File: config.mk
export PLATFORM = sky130hd
export DESIGN_NAME = sprite_frame_animation_sequencer
export DESIGN_NICKNAME = d
export VERILOG_FILES = /design/src/sfa_pkg.sv /design/src/sfa_serdiv.sv /design/src/sprite_frame_animation_sequencer.sv
export SDC_FILE = /design/constraint.sdc
export NUM_CORES = 1
export LEC_CHECK = 0
export ABC_AREA = 1
export BUFFER_PORTS_ARGS = -buffer_cell sky130_fd_sc_hd__buf_2
export CORE_ASPECT_RATIO = 0.6
export CORE_MARGIN = 4
export CORE_UTILIZATION = 30
export CTS_CLUSTER_SIZE = 24
export DETAILED_ROUTE_END_ITERATION = 6
export GPL_TIMING_DRIVEN = 0
export MAX_ROUTING_LAYER = met4
export PLACE_DENSITY = 0.47
export SYNTH_ARGS = -nofsm -noshare
export SYNTH_HDL_FRONTEND = slang
export SYNTH_HIERARCHICAL = 1
export SYNTH_SLANG_ARGS = --single-unit
File: constraint.sdc
create_clock -name clk -period 6.85 [get_ports clk]
set_input_delay 0.3425 -clock clk [delete_from_list [all_inputs] [get_ports clk]]
set_output_delay 0.3425 -clock clk [all_outputs]
set_load 0.03 [all_outputs]
File: src/sfa_pkg.sv
// Shared types and constants of the sprite frame animation sequencer.
// No dependencies; imported by sfa_serdiv and the top level.
package sfa_pkg;

	// Width of the iteration count handed to the serial divider.
	localparam int DIV_CNT_W = 6;

	// Width of the atlas source coordinates.
	localparam int POS_W = 23;

	// Control from the sequencer to the serial divider.
	typedef struct packed {
		logic                 start;
		logic [DIV_CNT_W-1:0] bits;
	} div_ctl_t;

endpackage

File: src/sfa_serdiv.sv
// Restoring divider that retires one quotient bit per cycle.
// Depends on sfa_pkg (div_ctl_t, DIV_CNT_W).
module sfa_serdiv
	import sfa_pkg::*;
#(
	parameter int NW = 22,
	parameter int DW = 20
) (
	input  logic          clk,
	input  logic          arst_n,
	input  div_ctl_t      ctl,
	input  logic [NW-1:0] dividend,
	input  logic [DW-1:0] divisor,
	output logic          busy,
	output logic [NW-1:0] quotient,
	output logic [DW-1:0] remainder
);

	logic [DIV_CNT_W-1:0] cnt_q;
	logic [NW-1:0]        qd_q;
	logic [DW-1:0]        r_q;
	logic [DW-1:0]        d_q;
	logic [DW:0]          rs;
	logic [DW:0]          diff;
	logic                 ge;

	// Bring down the next dividend bit and try the subtraction.
	assign rs   = {r_q, qd_q[NW-1]};
	assign ge   = rs >= {1'b0, d_q};
	assign diff = rs - {1'b0, d_q};

	always_ff @(posedge clk or negedge arst_n) begin
		if (!arst_n) begin
			cnt_q <= '0;
		end else if (ctl.start) begin
			cnt_q <= ctl.bits;
		end else if (cnt_q != '0) begin
			cnt_q <= cnt_q - 1'b1;
		end
	end

	always_ff @(posedge clk) begin
		if (ctl.start) begin
			qd_q <= dividend;
			r_q  <= '0;
			d_q  <= divisor;
		end else if (cnt_q != '0) begin
			qd_q <= {qd_q[NW-2:0], ge};
			r_q  <= ge ? diff[DW-1:0] : rs[DW-1:0];
		end
	end

	assign busy      = cnt_q != '0;
	assign quotient  = qd_q;
	assign remainder = r_q;

endmodule

File: src/sprite_frame_animation_sequencer.sv
// Sprite frame animation sequencer: frame timing, loop/hold and atlas position.
// Depends on sfa_pkg and sfa_serdiv (shared bit-serial divider).
//
//  channel  | signals                                      | direction
//  ---------+----------------------------------------------+----------
//  request  | in_valid, in_ready, req_type, tick_time      | in
//  result   | out_valid, out_ready, frame_changed,         | out
//           | frame_index, is_playing, is_finished,        |
//           | source_x, source_y                           |
//  config   | psel, penable, pwrite, paddr, pwdata,        | in/out
//           | prdata, pready                               |
//
// One request at a time. A restart, or a tick that does not step, runs the atlas
// division and then the multiply; a tick that steps first divides the elapsed time
// by the frame period, and a looping animation that wraps adds a division by the
// frame total. The dividend width is NW = max(TIME_WIDTH+1, INDEX_WIDTH) + 1. The
// shared divider retires one quotient bit per cycle, and the shift-add multiplier
// takes one multiplier bit per cycle.
// Reset (arst_n low) restores the register defaults and the restart state.
// A result that is not taken holds in the output register; the next request is
// accepted meanwhile and its result waits until the register is free.
module sprite_frame_animation_sequencer
	import sfa_pkg::*;
#(
	parameter int TIME_WIDTH  = 20,
	parameter int INDEX_WIDTH = 10
) (
	input  logic                   clk,
	input  logic                   arst_n,
	// request channel
	input  logic                   in_valid,
	output logic                   in_ready,
	input  logic                   req_type,
	input  logic [TIME_WIDTH-1:0]  tick_time,
	// result channel
	output logic                   out_valid,
	input  logic                   out_ready,
	output logic                   frame_changed,
	output logic [INDEX_WIDTH-1:0] frame_index,
	output logic                   is_playing,
	output logic                   is_finished,
	output logic [POS_W-1:0]       source_x,
	output logic [POS_W-1:0]       source_y,
	// configuration port
	input  logic                   psel,
	input  logic                   penable,
	input  logic                   pwrite,
	input  logic [4:0]             paddr,
	input  logic [31:0]            pwdata,
	output logic [31:0]            prdata,
	output logic                   pready
);

	// Elapsed time needs one bit above a tick.
	localparam int EW  = TIME_WIDTH + 1;
	// Dividend width: current frame plus a whole step count, with a carry.
	localparam int NW  = ((EW > INDEX_WIDTH) ? EW : INDEX_WIDTH) + 1;
	// Divisor width: frame period, frame total or atlas columns.
	localparam int DW  = (TIME_WIDTH > INDEX_WIDTH) ? TIME_WIDTH : INDEX_WIDTH;
	// Multiplier length: row index or column index (columns < 256).
	localparam int MW  = (INDEX_WIDTH > 8) ? INDEX_WIDTH : 8;
	localparam int MCW = $clog2(MW + 1);

	// Register map, byte address = 4 * index.
	localparam logic [2:0] REG_FRAME_PERIOD  = 3'd0;
	localparam logic [2:0] REG_FRAME_TOTAL   = 3'd1;
	localparam logic [2:0] REG_LOOP_ENABLE   = 3'd2;
	localparam logic [2:0] REG_ATLAS_COLUMNS = 3'd3;
	localparam logic [2:0] REG_ORIGIN_X      = 3'd4;
	localparam logic [2:0] REG_ORIGIN_Y      = 3'd5;
	localparam logic [2:0] REG_CELL_WIDTH    = 3'd6;
	localparam logic [2:0] REG_CELL_HEIGHT   = 3'd7;

	typedef enum logic [2:0] {
		ST_IDLE,
		ST_DIVT,
		ST_CHK,
		ST_DIVW,
		ST_ATLAS,
		ST_DIVA,
		ST_MUL,
		ST_FIN
	} state_t;

	// ---------------------------------------------------------------
	// Configuration registers
	// ---------------------------------------------------------------
	logic [TIME_WIDTH-1:0]  frame_period_q;
	logic [INDEX_WIDTH-1:0] frame_total_q;
	logic                   loop_enable_q;
	logic [7:0]             atlas_columns_q;
	logic [15:0]            origin_x_q;
	logic [15:0]            origin_y_q;
	logic [11:0]            cell_width_q;
	logic [11:0]            cell_height_q;
	logic                   cfg_wr;

	assign pready = 1'b1;
	assign cfg_wr = psel & penable & pwrite & pready;

	always_ff @(posedge clk or negedge arst_n) begin
		if (!arst_n) begin
			frame_period_q  <= '0;
			frame_total_q   <= '0;
			loop_enable_q   <= 1'b0;
			atlas_columns_q <= 8'd1;
			origin_x_q      <= '0;
			origin_y_q      <= '0;
			cell_width_q    <= '0;
			cell_height_q   <= '0;
		end else if (cfg_wr) begin
			case (paddr[4:2])
				REG_FRAME_PERIOD:  frame_period_q  <= pwdata[TIME_WIDTH-1:0];
				REG_FRAME_TOTAL:   frame_total_q   <= pwdata[INDEX_WIDTH-1:0];
				REG_LOOP_ENABLE:   loop_enable_q   <= pwdata[0];
				REG_ATLAS_COLUMNS: atlas_columns_q <= pwdata[7:0];
				REG_ORIGIN_X:      origin_x_q      <= pwdata[15:0];
				REG_ORIGIN_Y:      origin_y_q      <= pwdata[15:0];
				REG_CELL_WIDTH:    cell_width_q    <= pwdata[11:0];
				REG_CELL_HEIGHT:   cell_height_q   <= pwdata[11:0];
				default: ;
			endcase
		end
	end

	always_comb begin
		case (paddr[4:2])
			REG_FRAME_PERIOD:  prdata = 32'(frame_period_q);
			REG_FRAME_TOTAL:   prdata = 32'(frame_total_q);
			REG_LOOP_ENABLE:   prdata = 32'(loop_enable_q);
			REG_ATLAS_COLUMNS: prdata = 32'(atlas_columns_q);
			REG_ORIGIN_X:      prdata = 32'(origin_x_q);
			REG_ORIGIN_Y:      prdata = 32'(origin_y_q);
			REG_CELL_WIDTH:    prdata = 32'(cell_width_q);
			REG_CELL_HEIGHT:   prdata = 32'(cell_height_q);
			default:           prdata = '0;
		endcase
	end

	// ---------------------------------------------------------------
	// Shared serial divider: whole periods, loop wrap, atlas row/column
	// ---------------------------------------------------------------
	div_ctl_t      div_ctl_q;
	logic [NW-1:0] div_dvd_q;
	logic [DW-1:0] div_dvs_q;
	logic          div_busy;
	logic [NW-1:0] div_quo;
	logic [DW-1:0] div_rem;
	logic          div_done;

	sfa_serdiv #(
		.NW (NW),
		.DW (DW)
	) u_div (
		.clk       (clk),
		.arst_n    (arst_n),
		.ctl       (div_ctl_q),
		.dividend  (div_dvd_q),
		.divisor   (div_dvs_q),
		.busy      (div_busy),
		.quotient  (div_quo),
		.remainder (div_rem)
	);

	// The start pulse is registered with the state move, before the divider shows busy; wait past it.
	assign div_done = !div_busy && !div_ctl_q.start;

	// ---------------------------------------------------------------
	// Sequencer
	// ---------------------------------------------------------------
	state_t                 state_q;
	logic [EW-1:0]          elapsed_q;
	logic [INDEX_WIDTH-1:0] frame_q;
	logic                   playing_q;
	logic                   finished_q;
	logic                   chg_q;
	logic [NW-1:0]          next_q;

	// shift-add multiplier
	logic [MCW-1:0]         mul_cnt_q;
	logic [MW-1:0]          mx_q;
	logic [MW-1:0]          my_q;
	logic [POS_W-1:0]       wsh_q;
	logic [POS_W-1:0]       hsh_q;
	logic [POS_W-1:0]       sx_q;
	logic [POS_W-1:0]       sy_q;

	// output register
	logic                   out_valid_q;
	logic                   o_chg_q;
	logic [INDEX_WIDTH-1:0] o_frame_q;
	logic                   o_playing_q;
	logic                   o_finished_q;
	logic [POS_W-1:0]       o_sx_q;
	logic [POS_W-1:0]       o_sy_q;

	logic [EW-1:0]          e_sum;
	logic                   e_short;
	logic                   next_lt;
	logic [7:0]             cols_eff;
	logic                   out_free;

	assign e_sum    = elapsed_q + EW'(tick_time);
	assign e_short  = e_sum < EW'(frame_period_q);
	assign next_lt  = next_q < NW'(frame_total_q);
	assign cols_eff = (atlas_columns_q == 8'd0) ? 8'd1 : atlas_columns_q;
	assign out_free = !out_valid_q || out_ready;

	assign in_ready = state_q == ST_IDLE;

	always_ff @(posedge clk or negedge arst_n) begin
		if (!arst_n) begin
			state_q      <= ST_IDLE;
			elapsed_q    <= '0;
			frame_q      <= '0;
			playing_q    <= 1'b1;
			finished_q   <= 1'b0;
			chg_q        <= 1'b0;
			next_q       <= '0;
			div_ctl_q    <= '0;
			div_dvd_q    <= '0;
			div_dvs_q    <= '0;
			mul_cnt_q    <= '0;
			mx_q         <= '0;
			my_q         <= '0;
			wsh_q        <= '0;
			hsh_q        <= '0;
			sx_q         <= '0;
			sy_q         <= '0;
			out_valid_q  <= 1'b0;
			o_chg_q      <= 1'b0;
			o_frame_q    <= '0;
			o_playing_q  <= 1'b0;
			o_finished_q <= 1'b0;
			o_sx_q       <= '0;
			o_sy_q       <= '0;
		end else begin
			// load a finished result when the register is free, drop it once taken
			if (state_q == ST_FIN && out_free) begin
				out_valid_q <= 1'b1;
			end else if (out_ready) begin
				out_valid_q <= 1'b0;
			end

			// start is a single-cycle pulse, raised only where a division begins
			case (state_q)
				ST_IDLE: begin
					if (in_valid) begin
						chg_q <= 1'b0;
						if (req_type) begin
							// restart
							frame_q         <= '0;
							elapsed_q       <= '0;
							playing_q       <= 1'b1;
							finished_q      <= 1'b0;
							div_ctl_q.start <= 1'b0;
							state_q         <= ST_ATLAS;
						end else if (!playing_q || frame_total_q == '0 ||
							frame_period_q == '0) begin
							div_ctl_q.start <= 1'b0;
							state_q         <= ST_ATLAS;
						end else if (e_short) begin
							elapsed_q       <= e_sum;
							div_ctl_q.start <= 1'b0;
							state_q         <= ST_ATLAS;
						end else begin
							// whole periods: e_sum / frame_period
							div_ctl_q.start <= 1'b1;
							div_ctl_q.bits  <= DIV_CNT_W'(EW);
							div_dvd_q       <= NW'(e_sum) << (NW - EW);
							div_dvs_q       <= DW'(frame_period_q);
							state_q         <= ST_DIVT;
						end
					end else begin
						div_ctl_q.start <= 1'b0;
					end
				end

				ST_DIVT: begin
					div_ctl_q.start <= 1'b0;
					if (div_done) begin
						elapsed_q <= EW'(div_rem);
						next_q    <= NW'(frame_q) + NW'(div_quo[EW-1:0]);
						chg_q     <= 1'b1;
						state_q   <= ST_CHK;
					end
				end

				ST_CHK: begin
					if (next_lt) begin
						frame_q         <= next_q[INDEX_WIDTH-1:0];
						div_ctl_q.start <= 1'b0;
						state_q         <= ST_ATLAS;
					end else if (loop_enable_q) begin
						// wrap: next % frame_total
						div_ctl_q.start <= 1'b1;
						div_ctl_q.bits  <= DIV_CNT_W'(NW);
						div_dvd_q       <= next_q;
						div_dvs_q       <= DW'(frame_total_q);
						state_q         <= ST_DIVW;
					end else begin
						// hold the last frame and stop
						frame_q         <= frame_total_q - 1'b1;
						playing_q       <= 1'b0;
						finished_q      <= 1'b1;
						div_ctl_q.start <= 1'b0;
						state_q         <= ST_ATLAS;
					end
				end

				ST_DIVW: begin
					div_ctl_q.start <= 1'b0;
					if (div_done) begin
						frame_q <= div_rem[INDEX_WIDTH-1:0];
						state_q <= ST_ATLAS;
					end
				end

				ST_ATLAS: begin
					// row and column: frame / columns
					div_ctl_q.start <= 1'b1;
					div_ctl_q.bits  <= DIV_CNT_W'(INDEX_WIDTH);
					div_dvd_q       <= NW'(frame_q) << (NW - INDEX_WIDTH);
					div_dvs_q       <= DW'(cols_eff);
					state_q         <= ST_DIVA;
				end

				ST_DIVA: begin
					div_ctl_q.start <= 1'b0;
					if (div_done) begin
						mx_q      <= MW'(div_rem[7:0]);
						my_q      <= MW'(div_quo[INDEX_WIDTH-1:0]);
						wsh_q     <= POS_W'(cell_width_q);
						hsh_q     <= POS_W'(cell_height_q);
						sx_q      <= POS_W'(origin_x_q);
						sy_q      <= POS_W'(origin_y_q);
						mul_cnt_q <= MCW'(MW);
						state_q   <= ST_MUL;
					end
				end

				ST_MUL: begin
					// one multiplier bit per cycle; sums wrap at POS_W bits
					div_ctl_q.start <= 1'b0;
					if (mx_q[0]) begin
						sx_q <= sx_q + wsh_q;
					end
					if (my_q[0]) begin
						sy_q <= sy_q + hsh_q;
					end
					wsh_q     <= wsh_q << 1;
					hsh_q     <= hsh_q << 1;
					mx_q      <= mx_q >> 1;
					my_q      <= my_q >> 1;
					mul_cnt_q <= mul_cnt_q - 1'b1;
					if (mul_cnt_q == MCW'(1)) begin
						state_q <= ST_FIN;
					end
				end

				ST_FIN: begin
					// hold until the output register is free
					div_ctl_q.start <= 1'b0;
					if (out_free) begin
						o_chg_q      <= chg_q;
						o_frame_q    <= frame_q;
						o_playing_q  <= playing_q;
						o_finished_q <= finished_q;
						o_sx_q       <= sx_q;
						o_sy_q       <= sy_q;
						state_q      <= ST_IDLE;
					end
				end

				default: begin
					div_ctl_q.start <= 1'b0;
					state_q         <= ST_IDLE;
				end
			endcase
		end
	end

	assign out_valid     = out_valid_q;
	assign frame_changed = o_chg_q;
	assign frame_index   = o_frame_q;
	assign is_playing    = o_playing_q;
	assign is_finished   = o_finished_q;
	assign source_x      = o_sx_q;
	assign source_y      = o_sy_q;

	// ---------------------------------------------------------------
	// Assertions
	// ---------------------------------------------------------------
	a_div_idle: assert property (@(posedge clk) disable iff (!arst_n)
		state_q == ST_IDLE |-> !div_busy)
		else $error("divider busy while sequencer idle");

	a_rem_below_period: assert property (@(posedge clk) disable iff (!arst_n)
		(state_q == ST_FIN && chg_q) |-> elapsed_q < EW'(frame_period_q))
		else $error("elapsed time not below frame period after a step");

	a_finished_stopped: assert property (@(posedge clk) disable iff (!arst_n)
		(out_valid && is_finished) |-> !is_playing)
		else $error("finished animation still reported as playing");

endmodule
==> qor.yml <==
yosysUniqueCellTypes: 64
clock_sinks: 443
cts_tree: "done"
final_layout_size_suffix_gt1_share_pct: 10.1
crit_fanout: 10
firstDrtPassIters: 6
critPathArrivalTime_ns: 5.93
drv_cap: 0
fill_cells: 9208
instances_no_fill: 4697
cts-root-buf: "clkbuf_16"
ys_ff_latch: 443
setup_violations: 0
routedWlPerCell_um: 22.0
cts_buffers: 47
drtIter0Drc: 2949
min_path_type: "in2reg"
cts_buffer_depth: 3
overflow: 0
path_class: "reg2reg"
skew_ns: 0.0433
maxSlewHeadroom_pct: 10.3
vias: 23600
track_usage_pct: 22.7
pwr-share-seq_pct: 28.6
grt_max_degree: 116
die_h_um: 236
routed_wl_um: 103000
clkPwrFrac_pct: 17.7
nets: 3705
rows: 83
antenna_found_initial: 3
synth_area_um2: 25900
dp_cells: 4596
placed_area_um2: 28100
io_buffers: 130
initial_utilization_pct: 30.3
power_w: 0.0160
worstMarginPinSlew_ns: 1.35
cts_resized: 0
grt_pass1_vias: 21500
synth-main-ff-cell: "dfrtp_1"
dieArea_um2: 91200
yosys-top-cells-area: "dfrtp_1, nand2_1, o21ai_0, inv_1, ha_1"
fin_util_pct: 34.9
routed_via_density: 5.03
remaining_drc_errors: 0
fmax_mhz: 185
async_reset_ff_share_pct: 86.0
h-tree-depth: 2
die_x_um: 387
synth_warnings: 6
grt_pass1_wl_um: 150000
p_sw_w: 0.00803
finalCritPeriodShare_pct: 78.8
rsz0062_at_grt: "no"
ant_nets: 0
avgSynthCellArea_um2: 7.84
slew_viol_final: 0
layout_min_cycle_time_ns: 5.40
p_sw_share_pct: 50.3
core_area_um2: 85600
crit_path_end_kind: "flip-flop"
fin_hold_ws_ns: 0.0341
clk_pin_slew_worst_paths_ns: 0.07
place.detailed.hpwl_um: 82500
fin_area_um2: 29900
startpoint_type: "flip-flop"
vdd_ir_drop_max_mv: 0.188
status: "finished, final reports clean"
ios: 159
synth_edf_count: 42
ys_seq_area_share_pct: 43.3
netlist.area_leader.share_pct: 36.6
area_growth_pct: 15.5
hold_viol: 0
combPwrFrac_pct: 53.7
syn-instance-count: 3304
p_int_w: 0.00794
power.density_nw_per_um2: 534
clk_latency_ns: 0.64
p_leak_nw: 14.5
required_ns: 7.38
yosysTopAreaCell: "dfrtp_1"
finalWeightedCongestion: 0.972
[power groups by stage]
stage	registers (W)	logic, W	clock network (W)
2_1_floorplan	0.00446	0.00545	0
3_3_place_gp	0.00460	0.00831	0
3_5_place_dp	0.00458	0.00832	0
4_1_cts	0.00455	0.00837	0.00290
5_1_grt	0.00467	0.00947	0.00301
6_report	0.00456	0.00857	0.00283
[synthesized netlist by cell type (5+ instances only)]
| master | number |
|---|---|
| dfrtp_1 | 379 |
| nand3b_1 | 16 |
| xnor2_1 | 24 |
| a22oi_1 | 20 |
| buf_2 | 26 |
| nor3_1 | 24 |
| and2_1 | 7 |
| o21ai_0 | 321 |
| buf_4 | 16 |
| xor2_1 | 40 |
| or2_2 | 7 |
| a21oi_1 | 156 |
| inv_2 | 16 |
| nand4_1 | 67 |
| inv_1 | 423 |
| a21o_1 | 13 |
| clkbuf_1 | 77 |
| o21a_1 | 6 |
| nand2_1 | 885 |
| o211ai_1 | 61 |
| nor2_2 | 11 |
| buf_6 | 8 |
| clkinv_1 | 7 |
| fa_1 | 5 |
| nand3_2 | 12 |
| nand2_2 | 18 |
| o221ai_1 | 16 |
| a221oi_1 | 14 |
| nand3_1 | 128 |
| ha_1 | 126 |
| o21bai_1 | 10 |
| nor2_1 | 141 |
| dfxtp_1 | 20 |
| buf_1 | 10 |
| nor2_4 | 6 |
| o21ai_1 | 30 |
| o22ai_1 | 58 |
| a31oi_1 | 8 |
| edfxtp_1 | 42 |
| mux2_2 | 6 |
| nor4_1 | 6 |
[worst max-delay path, stage by stage (launching register included)]
cell	delay (ns)
dfrtp_1	0.36
ha_1	0.30
inv_1	0.10
fa_1	0.42
inv_1	0.14
nand3_1	0.08
nand2_1	0.16
a21oi_1	0.16
o21ai_0	0.50
xor2_1	0.60
inv_1	0.10
ha_1	0.31
nand2_1	0.05
nor2_1	0.13
nand2_1	0.06
nor2_1	0.09
nand2_1	0.06
nand2_1	0.07
nand2_1	0.05
nand2_1	0.06
nand2_1	0.05
nand2_1	0.09
nand2_1	0.16
nand3_4	0.17
clkbuf_1	0.51
nand4_1	0.33
nand2_1	0.14
[final timing paths]
path,start,endpoint,slack (ns),cells after the start
min reg2reg,div_dvs_q[17],u_div/d_q[17],0.45,0
max reg2reg,elapsed_q[0],div_dvd_q[1],1.45,26
min in group asynchronous,arst_n,source_x[15],0.28,2
min,pwdata[14],origin_y_q[14],0.03,3
max,elapsed_q[0],div_dvd_q[1],1.45,26
max in group asynchronous,arst_n,source_y[8],5.54,3
[repair_timing]
item / CTS / global route
hold endpoints to repair: 74 / 0
buffers inserted: 0 / 0
hold buffers: 11 / 0
[cells by family after synthesis]
group,after synthesis,share of synthesized area [%]
other cells,2,0.0290
compound gates,732,16.3
mux,6,0.261
simple gates,1339,22.3
fa+ha+maj,131,6.48
buf+inv,587,9.24
flops,443,43.3
xor+xnor,64,2.17
[layer usage]
metal | part of all wire [%] | GRT usage (%)
met5 | 0 | -
met4 | 0.96 | 2.90
met3 | 11 | 7.63
met2 | 33 | 24.9
met1 | 54 | 38.0
[layout make-up]
| type | count | area, um^2 | area share [%] |
|---|---|---|---|
| timing repair buffer | 144 | 853 | 2.85 |
| sequential | 443 | 11200 | 37.5 |
| tap | 1147 | 1440 | 4.80 |
| buffer | 140 | 713 | 2.39 |
| inverter | 447 | 1680 | 5.62 |
| antenna | 4 | 10.0 | 0.0335 |
| multi-input combinational | 2286 | 12300 | 41.3 |
| clock buffer | 62 | 1340 | 4.49 |
| clock inverter | 24 | 322 | 1.08 |
[sequential cells by signal, indices dropped and copies added, names as in the netlist, 12 cells and up]
| register | cells |
|---|---|
| u_div/quotient | 22 |
| u_div/remainder | 20 |
| div_dvd_q | 22 |
| origin_y_q | 16 |
| source_x | 23 |
| sx_q | 23 |
| origin_x_q | 16 |
| wsh_q | 23 |
| sy_q | 23 |
| source_y | 23 |
| cell_width_q | 12 |
| next_q | 22 |
| hsh_q | 23 |
| div_dvs_q | 20 |
| u_div/d_q | 20 |
| elapsed_q | 21 |
| cell_height_q | 12 |
| frame_period_q | 20 |
[cells in the final DEF (no fill, tap or decap), drive strengths merged, types with 24 or more instances in the layout]
cell / count
nand2: 906
a21oi: 162
o211ai: 61
nand3: 141
o21ai: 351
nand4: 67
xnor2: 24
nor3: 27
o22ai: 58
xor2: 40
edfxtp: 42
clkbuf: 140
nor2: 158
inv: 441
ha: 126
buf: 195
dfrtp: 379
[per-stage QoR]
step                      worst slack, ns  TNS (ns)
after CTS                            1.74         0
after floorplan                      3.44         0
after global placement              -2.80  -1032.28
final                                1.45         0
after detailed placement             1.65         0
after global routing                 1.15         0
Power figures use the tool's default switching activity.
